<file path="src/sv/sls_pkg.sv">
// Package for the sub-word load/store unit: item types, width and error codes.
// No dependencies; imported by sls_exec and subword_load_store_unit.
package sls_pkg;

    localparam int REG_COUNT = 32;

    typedef enum logic [0:0] {
        CMD_ISSUE    = 1'b0,
        CMD_RESPONSE = 1'b1
    } t_command;

    localparam logic [2:0] W_BYTE  = 3'd0;
    localparam logic [2:0] W_HALF  = 3'd1;
    localparam logic [2:0] W_WORD  = 3'd2;
    localparam logic [2:0] W_BYTEU = 3'd4;
    localparam logic [2:0] W_HALFU = 3'd5;

    localparam logic [2:0] ERR_NONE       = 3'd0;
    localparam logic [2:0] ERR_MISALIGNED = 3'd1;
    localparam logic [2:0] ERR_WIDTH      = 3'd2;
    localparam logic [2:0] ERR_BUSY       = 3'd3;
    localparam logic [2:0] ERR_UNEXPECTED = 3'd4;

    typedef struct packed {
        logic        command;
        logic        is_store;
        logic [2:0]  width_code;
        logic [31:0] address;
        logic [31:0] store_data;
        logic [4:0]  dest_reg;
        logic [31:0] resume_pc_in;
        logic [31:0] resp_word;
    } t_in_item;

    typedef struct packed {
        logic        req_valid;
        logic        req_write;
        logic [31:0] req_addr;
        logic [31:0] req_wdata;
        logic        reg_write;
        logic [4:0]  reg_index;
        logic [31:0] reg_value;
        logic        done_res;
        logic [31:0] resume_pc;
        logic [2:0]  error_code;
    } t_out_item;

endpackage

</file>
<file path="src/sv/subword_load_store_unit.sv">
// Top level of the sub-word load/store unit: input register, sequencer, result register.
// Depends on sls_pkg and sls_exec.
//
//  channel  | valid   | ready   | payload
//  ---------+---------+---------+---------------------------------------------
//  in       | i_valid | o_ready | i_item   (issue or memory response item)
//  out      | o_valid | i_ready | o_result (request, load writeback, done, error)
//
// Every item yields exactly one result item. An accepted item waits in the input
// register; its result is then captured in the result register and presented.
// Sustained rate is one item per cycle while the output is not stalled; the
// pending-access state is updated as an item leaves the input register, so a
// following item sees it in the next cycle.
// Reset (synchronous, active low) empties both registers and returns to idle.
// A stall on the output holds the result register and, once the input register
// is also full, drops o_ready; nothing is lost or repeated.
module subword_load_store_unit (
    input  logic               i_clk,
    input  logic               i_rst_n,
    input  logic               i_valid,
    output logic               o_ready,
    input  sls_pkg::t_in_item  i_item,
    output logic               o_valid,
    input  logic               i_ready,
    output sls_pkg::t_out_item o_result
);
    import sls_pkg::*;

    logic      r_in_valid;
    t_in_item  r_in;
    logic      r_out_valid;
    t_out_item r_out;
    t_out_item exec_result;
    logic      advance;

    // advance the held item whenever the result register is free or being emptied
    assign advance = r_in_valid && (!r_out_valid || i_ready);
    assign o_ready = !r_in_valid || advance;
    assign o_valid = r_out_valid;
    assign o_result = r_out;

    sls_exec u_exec (
        .i_clk    (i_clk),
        .i_rst_n  (i_rst_n),
        .i_fire   (advance),
        .i_item   (r_in),
        .o_result (exec_result)
    );

    // control: occupancy of the two registers
    always_ff @(posedge i_clk) begin
        if (!i_rst_n) begin
            r_in_valid  <= 1'b0;
            r_out_valid <= 1'b0;
        end else begin
            if (i_valid && o_ready) begin
                r_in_valid <= 1'b1;
            end else if (advance) begin
                r_in_valid <= 1'b0;
            end
            if (advance) begin
                r_out_valid <= 1'b1;
            end else if (i_ready) begin
                r_out_valid <= 1'b0;
            end
        end
    end

    // payload: capture on accept, hold otherwise
    always_ff @(posedge i_clk) begin
        if (i_valid && o_ready) begin
            r_in <= i_item;
        end
        if (advance) begin
            r_out <= exec_result;
        end
    end

    // an error result carries nothing else
    a_error_clean: assert property (@(posedge i_clk) disable iff (!i_rst_n)
        o_valid && o_result.error_code != ERR_NONE |->
            !o_result.req_valid && !o_result.done_res && !o_result.reg_write)
        else $error("error result carries other fields");

    // requests are always word aligned
    a_req_aligned: assert property (@(posedge i_clk) disable iff (!i_rst_n)
        o_valid && o_result.req_valid |-> o_result.req_addr[1:0] == 2'b00)
        else $error("unaligned memory request");

    // a result never both issues a request and completes
    a_req_or_done: assert property (@(posedge i_clk) disable iff (!i_rst_n)
        o_valid |-> !(o_result.req_valid && o_result.done_res))
        else $error("request and completion in one result");

    // register writeback only on completion, never to register zero
    a_writeback: assert property (@(posedge i_clk) disable iff (!i_rst_n)
        o_valid && o_result.reg_write |-> o_result.done_res && o_result.reg_index != 5'd0)
        else $error("bad register writeback");

    // nothing is presented right after reset
    a_reset_empty: assert property (@(posedge i_clk)
        !i_rst_n |=> !o_valid)
        else $error("result valid after reset");

endmodule

</file>
<file path="src/sv/sls_exec.sv">
// Access sequencer: pending-access state plus the decode, merge and extract logic.
// Depends on sls_pkg.
module sls_exec (
    input  logic              i_clk,
    input  logic              i_rst_n,
    input  logic              i_fire,
    input  sls_pkg::t_in_item  i_item,
    output sls_pkg::t_out_item o_result
);
    import sls_pkg::*;

    typedef enum logic [1:0] {
        PH_IDLE     = 2'd0,
        PH_LOAD     = 2'd1,
        PH_RMW_READ = 2'd2,
        PH_WRITE    = 2'd3
    } t_phase;

    localparam logic [5:0] REG_LIMIT = 6'(REG_COUNT);

    t_phase      r_phase, n_phase;
    logic [2:0]  r_kind, n_kind;
    logic [4:0]  r_dest, n_dest;
    logic [31:0] r_addr, n_addr;
    logic [31:0] r_data, n_data;
    logic [31:0] r_mask, n_mask;
    logic [4:0]  r_shift, n_shift;
    logic [31:0] r_pc, n_pc;

    logic        ok_width;
    logic        misaligned;
    logic [4:0]  lane_shift;
    logic [31:0] lane_word;
    logic [31:0] merged;
    logic [31:0] load_value;

    // narrow the response to the pending width, then extend
    always_comb begin
        lane_shift = (r_kind == W_HALF || r_kind == W_HALFU) ? {r_addr[1], 4'b0000}
                                                             : {r_addr[1:0], 3'b000};
        lane_word  = i_item.resp_word >> lane_shift;
        case (r_kind)
            W_BYTE:  load_value = {{24{lane_word[7]}}, lane_word[7:0]};
            W_HALF:  load_value = {{16{lane_word[15]}}, lane_word[15:0]};
            W_BYTEU: load_value = {24'd0, lane_word[7:0]};
            W_HALFU: load_value = {16'd0, lane_word[15:0]};
            default: load_value = i_item.resp_word;
        endcase
    end

    assign merged = (i_item.resp_word & ~r_mask) | ((r_data << r_shift) & r_mask);

    always_comb begin
        ok_width   = (i_item.width_code <= W_WORD) ||
                     (!i_item.is_store &&
                      (i_item.width_code == W_BYTEU || i_item.width_code == W_HALFU));
        misaligned = ((i_item.width_code == W_HALF || i_item.width_code == W_HALFU) &&
                      i_item.address[0]) ||
                     (i_item.width_code == W_WORD && i_item.address[1:0] != 2'b00);

        o_result = '0;
        n_phase  = r_phase;
        n_kind   = r_kind;
        n_dest   = r_dest;
        n_addr   = r_addr;
        n_data   = r_data;
        n_mask   = r_mask;
        n_shift  = r_shift;
        n_pc     = r_pc;

        if (i_item.command == CMD_ISSUE) begin
            if (r_phase != PH_IDLE) begin
                o_result.error_code = ERR_BUSY;
            end else if (!ok_width) begin
                o_result.error_code = ERR_WIDTH;
            end else if (misaligned) begin
                o_result.error_code = ERR_MISALIGNED;
            end else begin
                n_kind             = i_item.width_code;
                n_addr             = i_item.address;
                n_pc               = i_item.resume_pc_in;
                o_result.req_valid = 1'b1;
                o_result.req_addr  = {i_item.address[31:2], 2'b00};
                if (!i_item.is_store) begin
                    n_dest  = i_item.dest_reg;
                    n_data  = '0;
                    n_mask  = '0;
                    n_shift = '0;
                    n_phase = PH_LOAD;
                end else begin
                    n_dest = '0;
                    if (i_item.width_code == W_WORD) begin
                        n_data             = i_item.store_data;
                        n_mask             = '1;
                        n_shift            = '0;
                        n_phase            = PH_WRITE;
                        o_result.req_write = 1'b1;
                        o_result.req_wdata = i_item.store_data;
                    end else if (i_item.width_code == W_BYTE) begin
                        n_data  = {24'd0, i_item.store_data[7:0]};
                        n_shift = {i_item.address[1:0], 3'b000};
                        n_mask  = 32'h0000_00ff << n_shift;
                        n_phase = PH_RMW_READ;
                    end else begin
                        n_data  = {16'd0, i_item.store_data[15:0]};
                        n_shift = {i_item.address[1], 4'b0000};
                        n_mask  = 32'h0000_ffff << n_shift;
                        n_phase = PH_RMW_READ;
                    end
                end
            end
        end else begin
            case (r_phase)
                PH_IDLE: begin
                    o_result.error_code = ERR_UNEXPECTED;
                end
                PH_RMW_READ: begin
                    o_result.req_valid = 1'b1;
                    o_result.req_write = 1'b1;
                    o_result.req_addr  = {r_addr[31:2], 2'b00};
                    o_result.req_wdata = merged;
                    n_data             = merged;
                    n_phase            = PH_WRITE;
                end
                default: begin
                    if (r_phase == PH_LOAD) begin
                        o_result.reg_write = (r_dest != 5'd0) && ({1'b0, r_dest} < REG_LIMIT);
                        o_result.reg_index = r_dest;
                        o_result.reg_value = load_value;
                    end
                    o_result.done_res  = 1'b1;
                    o_result.resume_pc = r_pc;
                    // drop the finished access
                    n_phase = PH_IDLE;
                    n_kind  = '0;
                    n_dest  = '0;
                    n_addr  = '0;
                    n_data  = '0;
                    n_mask  = '0;
                    n_shift = '0;
                    n_pc    = '0;
                end
            endcase
        end
    end

    always_ff @(posedge i_clk) begin
        if (!i_rst_n) begin
            r_phase <= PH_IDLE;
            r_kind  <= '0;
            r_dest  <= '0;
            r_addr  <= '0;
            r_data  <= '0;
            r_mask  <= '0;
            r_shift <= '0;
            r_pc    <= '0;
        end else if (i_fire) begin
            r_phase <= n_phase;
            r_kind  <= n_kind;
            r_dest  <= n_dest;
            r_addr  <= n_addr;
            r_data  <= n_data;
            r_mask  <= n_mask;
            r_shift <= n_shift;
            r_pc    <= n_pc;
        end
    end

endmodule
</file>
<file path="config.mk">
export PLATFORM = sky130hd
export DESIGN_NAME = subword_load_store_unit
export DESIGN_NICKNAME = d
export VERILOG_FILES = /design/src/sv/sls_pkg.sv /design/src/sv/subword_load_store_unit.sv /design/src/sv/sls_exec.sv
export SDC_FILE = /design/constraint.sdc
export NUM_CORES = 1
export LEC_CHECK = 0
export BUFFER_PORTS_ARGS = -buffer_cell sky130_fd_sc_hd__buf_2
export CAP_MARGIN = 30
export CORE_UTILIZATION = 40
export DETAILED_ROUTE_END_ITERATION = 10
export PLACE_DENSITY = 0.69
export SLEW_MARGIN = 20
export SYNTH_ARGS = -nofsm -noshare
export SYNTH_HDL_FRONTEND = slang
export SYNTH_SLANG_ARGS = --single-unit
</file>
<file path="constraint.sdc">
create_clock -name i_clk -period 10.4 [get_ports i_clk]
set_clock_uncertainty 0.2 [all_clocks]
set_input_delay 2.08 -clock i_clk [delete_from_list [all_inputs] [get_ports i_clk]]
set_output_delay 2.08 -clock i_clk [all_outputs]
set_load 0.03 [all_outputs]
</file>
Word-level counts from Yosys, hierarchy flattened
Index checks and enable logic that the tools add are counted.
Widths: inputs -> output; s select.
{"block": "op_classes", "magnitude_cmp": 1, "eq_ne": 13, "n_shift": 4, "mux": 70, "n_bitwise": 6, "n_reduce_logical": 29}
{"cell": "$mux 32", "n": 24}
{"cell": "$mux 66", "n": 5}
{"cell": "$pmux 32 s4", "n": 1}
{"cell": "$and 32x32->32", "n": 2}
{"cell": "$pmux 32 s2", "n": 1}
{"cell": "$mux 5", "n": 12}
{"cell": "$mux 33", "n": 1}
{"cell": "$not 32->32", "n": 1}
{"cell": "$or 32x32->32", "n": 1}
{"cell": "$shl 16x5->32 const A", "n": 1}
{"cell": "$shl 32x5->32", "n": 1}
{"cell": "$shl 8x5->32 const A", "n": 1}
{"cell": "$shr 32x5->16", "n": 1}
{"cell": "$mux 3", "n": 9}
{"cell": "$mux 16", "n": 1}
{"cell": "$eq 3x3->1 const B", "n": 4}
{"cell": "$mux 2", "n": 5}
{"cell": "$reduce_and 5->1", "n": 2}
{"cell": "$reduce_bool 2->1", "n": 5}
{"cell": "$mux 1", "n": 8}
{"cell": "$mux 4", "n": 2}
{"cell": "$ne 2x2->1 const B", "n": 4}
{"cell": "$logic_or 1x1->1", "n": 7}
{"cell": "$eq 3x1->1 const B", "n": 2}
{"cell": "other kinds (14)", "n": 22}
{"block": "word_totals", "ff_bits": 423, "inputBits": 142, "output_inout_bits": 142, "elab_cells": 151}

Depth between registers and ports, before layout
{"block": "logic_depth", "depth_word": 8, "ltp_mapped": 8, "ltp_nobuf": 4}

Modules after synthesis
A second synthesis with hierarchy kept.
{"block": "hier_totals", "cells_unflattened": 1233, "area_unflattened_um2": 15984.1}
{"mod": "subword_load_store_unit", "n_inst": 1, "cells_each": 287, "area_per_inst_um2": 8451.9, "seq_area_each_um2": 8388.0}
{"mod": "sls_exec", "n_inst": 1, "cells_each": 946, "area_per_inst_um2": 7532.2, "seq_area_each_um2": 2242.2}

Worst setup path after synthesis
OpenSTA, ideal clock, no wires.
{"block": "synth_timing", "path_type": "input -> register", "from": "input port i_ready", "to": "register u_exec.r_phase[0]", "setup_time_ns": 0.096, "arrival_ns": 8.797, "slack_ns": 1.306, "cell_stages": 4, "n_path_buf": 0, "path_cell_list": "nor2b_1 -> nor2_1 -> a22oi_1 -> o2bb2ai_1"}
{"block": "synth_via", "elab_chain_cells": 3}
{"item": "start: declaration", "line": "subword_load_store_unit.sv:24", "text": "input logic i_ready,"}
{"item": "$logic_or 1x1->1", "line": "subword_load_store_unit.sv:37", "text": "assign advance = r_in_valid && (!r_out_valid || i_ready);"}
{"item": "$logic_and 1x1->1", "line": "subword_load_store_unit.sv:37"}
{"item": "net advance", "line": "subword_load_store_unit.sv:34", "text": "logic advance;"}
{"item": "$reduce_and 5->1 (no line)"}
{"item": "end signal: assignment", "line": "sls_exec.sv:158", "text": "r_phase <= n_phase;"}
{"item": "end: declaration", "line": "sls_exec.sv:21", "text": "t_phase r_phase, n_phase;"}
The timed path passes the listed nets, and every way through them passes these cells.
A chain may end at the register's enable or synchronous reset.

Worst setup path after layout
{"block": "layout_timing", "from": "input port i_ready", "to": "output port o_ready"}
{"block": "layout_via", "elab_chain_cells": 3}
{"item": "$logic_or 1x1->1", "line": "subword_load_store_unit.sv:37"}
{"item": "$logic_and 1x1->1", "line": "subword_load_store_unit.sv:37"}
{"item": "$logic_or 1x1->1", "line": "subword_load_store_unit.sv:38", "text": "assign o_ready = !r_in_valid || advance;"}
{"item": "end: declaration", "line": "subword_load_store_unit.sv:21", "text": "output logic o_ready,"}
No other way between the ends.

==> results.txt <==
deepest clock path buffer count -> 3
Detail Route Antenna Nets -> 0
outcome -> complete, no violations
I/O pin total -> 284
count of cells resized by post-cts repair -> 0
type of element launching the critical path -> primary input
cell with the biggest individual delay on the critical path -> nor2b_1
unrepaired setup endpoints after global routing -> false
Worst EP arrival -> 2.88 ns
leakage power figure -> 7.260 nW
Final HPWL DP -> 26980 um
post-route cell area -> 18740 um^2
Power Density -> 182.7 nW/um^2
area of the die -> 39640 um^2
initial core utilization -> 0.4096
utilization after layout -> 0.4939
final cycle utilization of the critical path -> 0.4965
routed vias -> 10.34k
most frequent cells after synthesis -> 276 x edfxtp_1, 114 x dfxtp_1, 105 x a22o_1, 71 x nand2_1, 59 x clkbuf_1
count of hold buffers inserted by post-cts repair -> 0
level count of the clock H-tree -> 2
final count of hold timing violations -> 0
Worst path top cell family by delay -> simple AND/OR/NAND/NOR gates
DRT iter0 DRCs -> 795
required time of the critical path -> 8.12 ns
count of unique library cells instantiated by Yosys -> 56
number of nets in the finished design -> 1499
proportion of layout cells with a drive suffix above 1 -> 0.3050
Hold Crit Endpoint -> u_exec.r_pc[15]
number of CTS-inserted buffers -> 42
number of clock sinks -> 390
area of the placeable core -> 37930 um^2
Post-Synthesis Cells -> 1101
via count of the first global-routing pass -> 10.00k
x dimension of the die -> 199.1 um
Setup violations, final -> 0
clock latency on the worst-skew pair -> 0.57 ns
post-CTS setup-driven buffer insertion count -> 0
proportion of synthesized flip-flops having asynchronous set or reset -> 0
class of the most critical setup path -> primary input to primary output
placed standard-cell area -> 17380 um^2
clock-pin slew on the worst setup and hold paths -> 0.06 ns
Worst slew margin -> 0.3511
antenna violations before repair -> 3
critical path, cell by cell -> buf_2 > nor2b_1 > nand2_1 > buf_2
total wirelength of the detailed-routed design -> 40310 um
buffer cell driving the clock tree root -> clkbuf_16
Cells on Worst Hold Path -> 1
pin count of the biggest net entering global routing -> 76
Congestion Overflow GR -> 0
summed instance area of the synthesized netlist -> 15540 um^2
power consumption -> 3.423 mW
# DRC -> 0
top achievable clock speed -> 193.7 MHz
category of the worst setup path capture point -> primary output
warning count from the yosys run -> 0
maximum net fanout on the critical path -> 4
GPL Wtd Cong -> 0.8436
Yosys top cell area share -> 0.5334
Tightest Hold Check Type -> flop to flop
launch point of the worst reg-to-reg path -> r_in[137]
Area growth, synth to finish -> 20.57%
total routing resource utilization after global routing -> 0.2021
global-route wire length before repair -> 59710 um
y dimension of the die -> 199.1 um
startpoint of the lowest-slack hold path -> r_in[47]
portion of the post-synthesis area used by sequential elements -> 0.6802
Final Slew Violations -> 0
buffer and inverter count on the worst path -> 2
drt wl/cell -> 21.18 um
main area contributors after synthesis -> edfxtp_1 53%, dfxtp_1 15%, a22o_1 5.9%
Std-Cell Rows -> 71
slew of the pin with the lowest slew margin -> 0.9734 ns
post-layout minimum cycle time -> 5.164 ns
CTS tree -> yes
depth of the most critical reg-to-reg path -> 6
worst vdd rail ir drop -> 151.2 uV
cell type with the highest aggregate area in the netlist -> edfxtp_1
number of synthesized flops with an enable pin -> 276
endpoint of the most critical register-to-register path -> u_exec.r_kind[0]
max cap viols -> 0
first-pass iteration count of the detailed router -> 5
most common cell in the netlist -> edfxtp_1
critical path's largest stage delay -> 0.36 ns
Avg Vias per Cell -> 5.435
sum of negative setup slack -> 0 ns
number of I/O port buffers -> 281
Avg Cell Area, Syn -> 14.11 um^2
reg2reg setup slack -> 7.06 ns
cell mode on critical path -> buf_2
total of flip-flops plus latches after synthesis -> 390
Top FF cell, synth -> edfxtp_1
-- kinds of logic after synthesis --
logic type | after synthesis | share of synthesized area
buf+inv | 99 | 0.02899
simple gates | 253 | 0.09059
mux | 71 | 0.05975
compound gates | 287 | 0.1402
flops | 390 | 0.6802
other cells | 1 | 0.0002413
-- how the worst max path moves through the flow --
| stage | startpoint | to | slack, ns | cells past startpoint |
|---|---|---|---|---|
| after floorplan | i_ready | u_exec.r_phase[0] | 1.31 | 4 |
| after global placement | i_ready | o_ready | 5.29 | 4 |
| after detailed placement | i_ready | o_ready | 5.23 | 4 |
| after CTS | i_ready | o_ready | 5.23 | 4 |
| after global routing | i_ready | o_ready | 5.18 | 4 |
| final | i_ready | o_ready | 5.24 | 4 |
-- sequential cells by signal (all words and copies together) (netlist names) --
signal          flops
u_exec.r_data      32
u_exec.r_kind       3
r_in_valid          1
o_result          138
r_in              138
u_exec.r_mask       4
u_exec.r_phase      2
u_exec.r_dest       5
u_exec.r_addr      32
u_exec.r_pc        32
u_exec.r_shift      2
o_valid             1
-- worst reg2reg max path, delay by kind of cell (launching register included) --
family	cells	cell delay (ns)
AOI/OAI and AO/OA	3	1.24
DFF	1	0.32
buffers and inverters	3	1.52
-- where the power goes --
group,internal [mW],switching [mW],total [mW]
registers,1.73,0.0395,1.77
clock network,0.807,0.618,1.42
logic,0.0762,0.151,0.227
-- per-stage QoR --
| stage | instances | setup slack, ns | hold WS [ns] |
|---|---|---|---|
| 2_1_floorplan | 1102 | 1.306 | 0.2355 |
| 6_report | 1903 | 5.236 | 0.2540 |
| 4_1_cts | 1899 | 5.232 | 0.2549 |
| 3_5_place_dp | 1822 | 5.228 | 0.2409 |
| 3_3_place_gp | 1820 | 5.288 | 0.2369 |
| 5_1_grt | 1902 | 5.182 | 0.2698 |
-- layout make-up --
class | count | area, um^2
well taps | 511 | 639.4
clock buffers | 57 | 1189
inverters | 7 | 26.28
clock inverters | 20 | 126.4
multi-input cells | 613 | 4561
repair buffers | 303 | 1619
flip-flops and latches | 390 | 10570
diodes | 2 | 5.005
fillers | 3293 | 19200
-- metal layers --
layer  wire length [um]  up-vias  track usage
met1              16810     5044       0.2640
met5                 15        -            0
li1                   -     4767            -
met3               3207       76      0.04743
met4               1107        2      0.07236
met2              19160      453       0.3275
-- cells in the final DEF (no fill, tap or decap), types with 7 or more instances in the layout --
cell       Yosys  layout
o2bb2ai_1      9       9
nand2_1       71      71
a21oi_1       37      37
o211ai_1      17      17
nand3b_1      10      10
a311oi_1      16      16
and3_1        33      33
a211oi_1      16      16
and2_1        24      23
nand3_1       19      19
clkbuf_1      59       8
a22oi_1        8       8
a22o_1       105     105
clkinv_2       0      11
o21ai_0       44      44
clkbuf_16      0      43
mux2_2        24      24
dfxtp_1      114     114
mux4_2        15      15
buf_2         18     281
mux2i_1       32      31
a2bb2o_1       7       7
a21o_1         8       8
edfxtp_1     276     276
buf_4          4      19
nand2b_1      11      11
nor2_1        15      13
nor2b_1       45      44
a32oi_1        8       8
No activity file was read; power rests on OpenSTA's default activity.
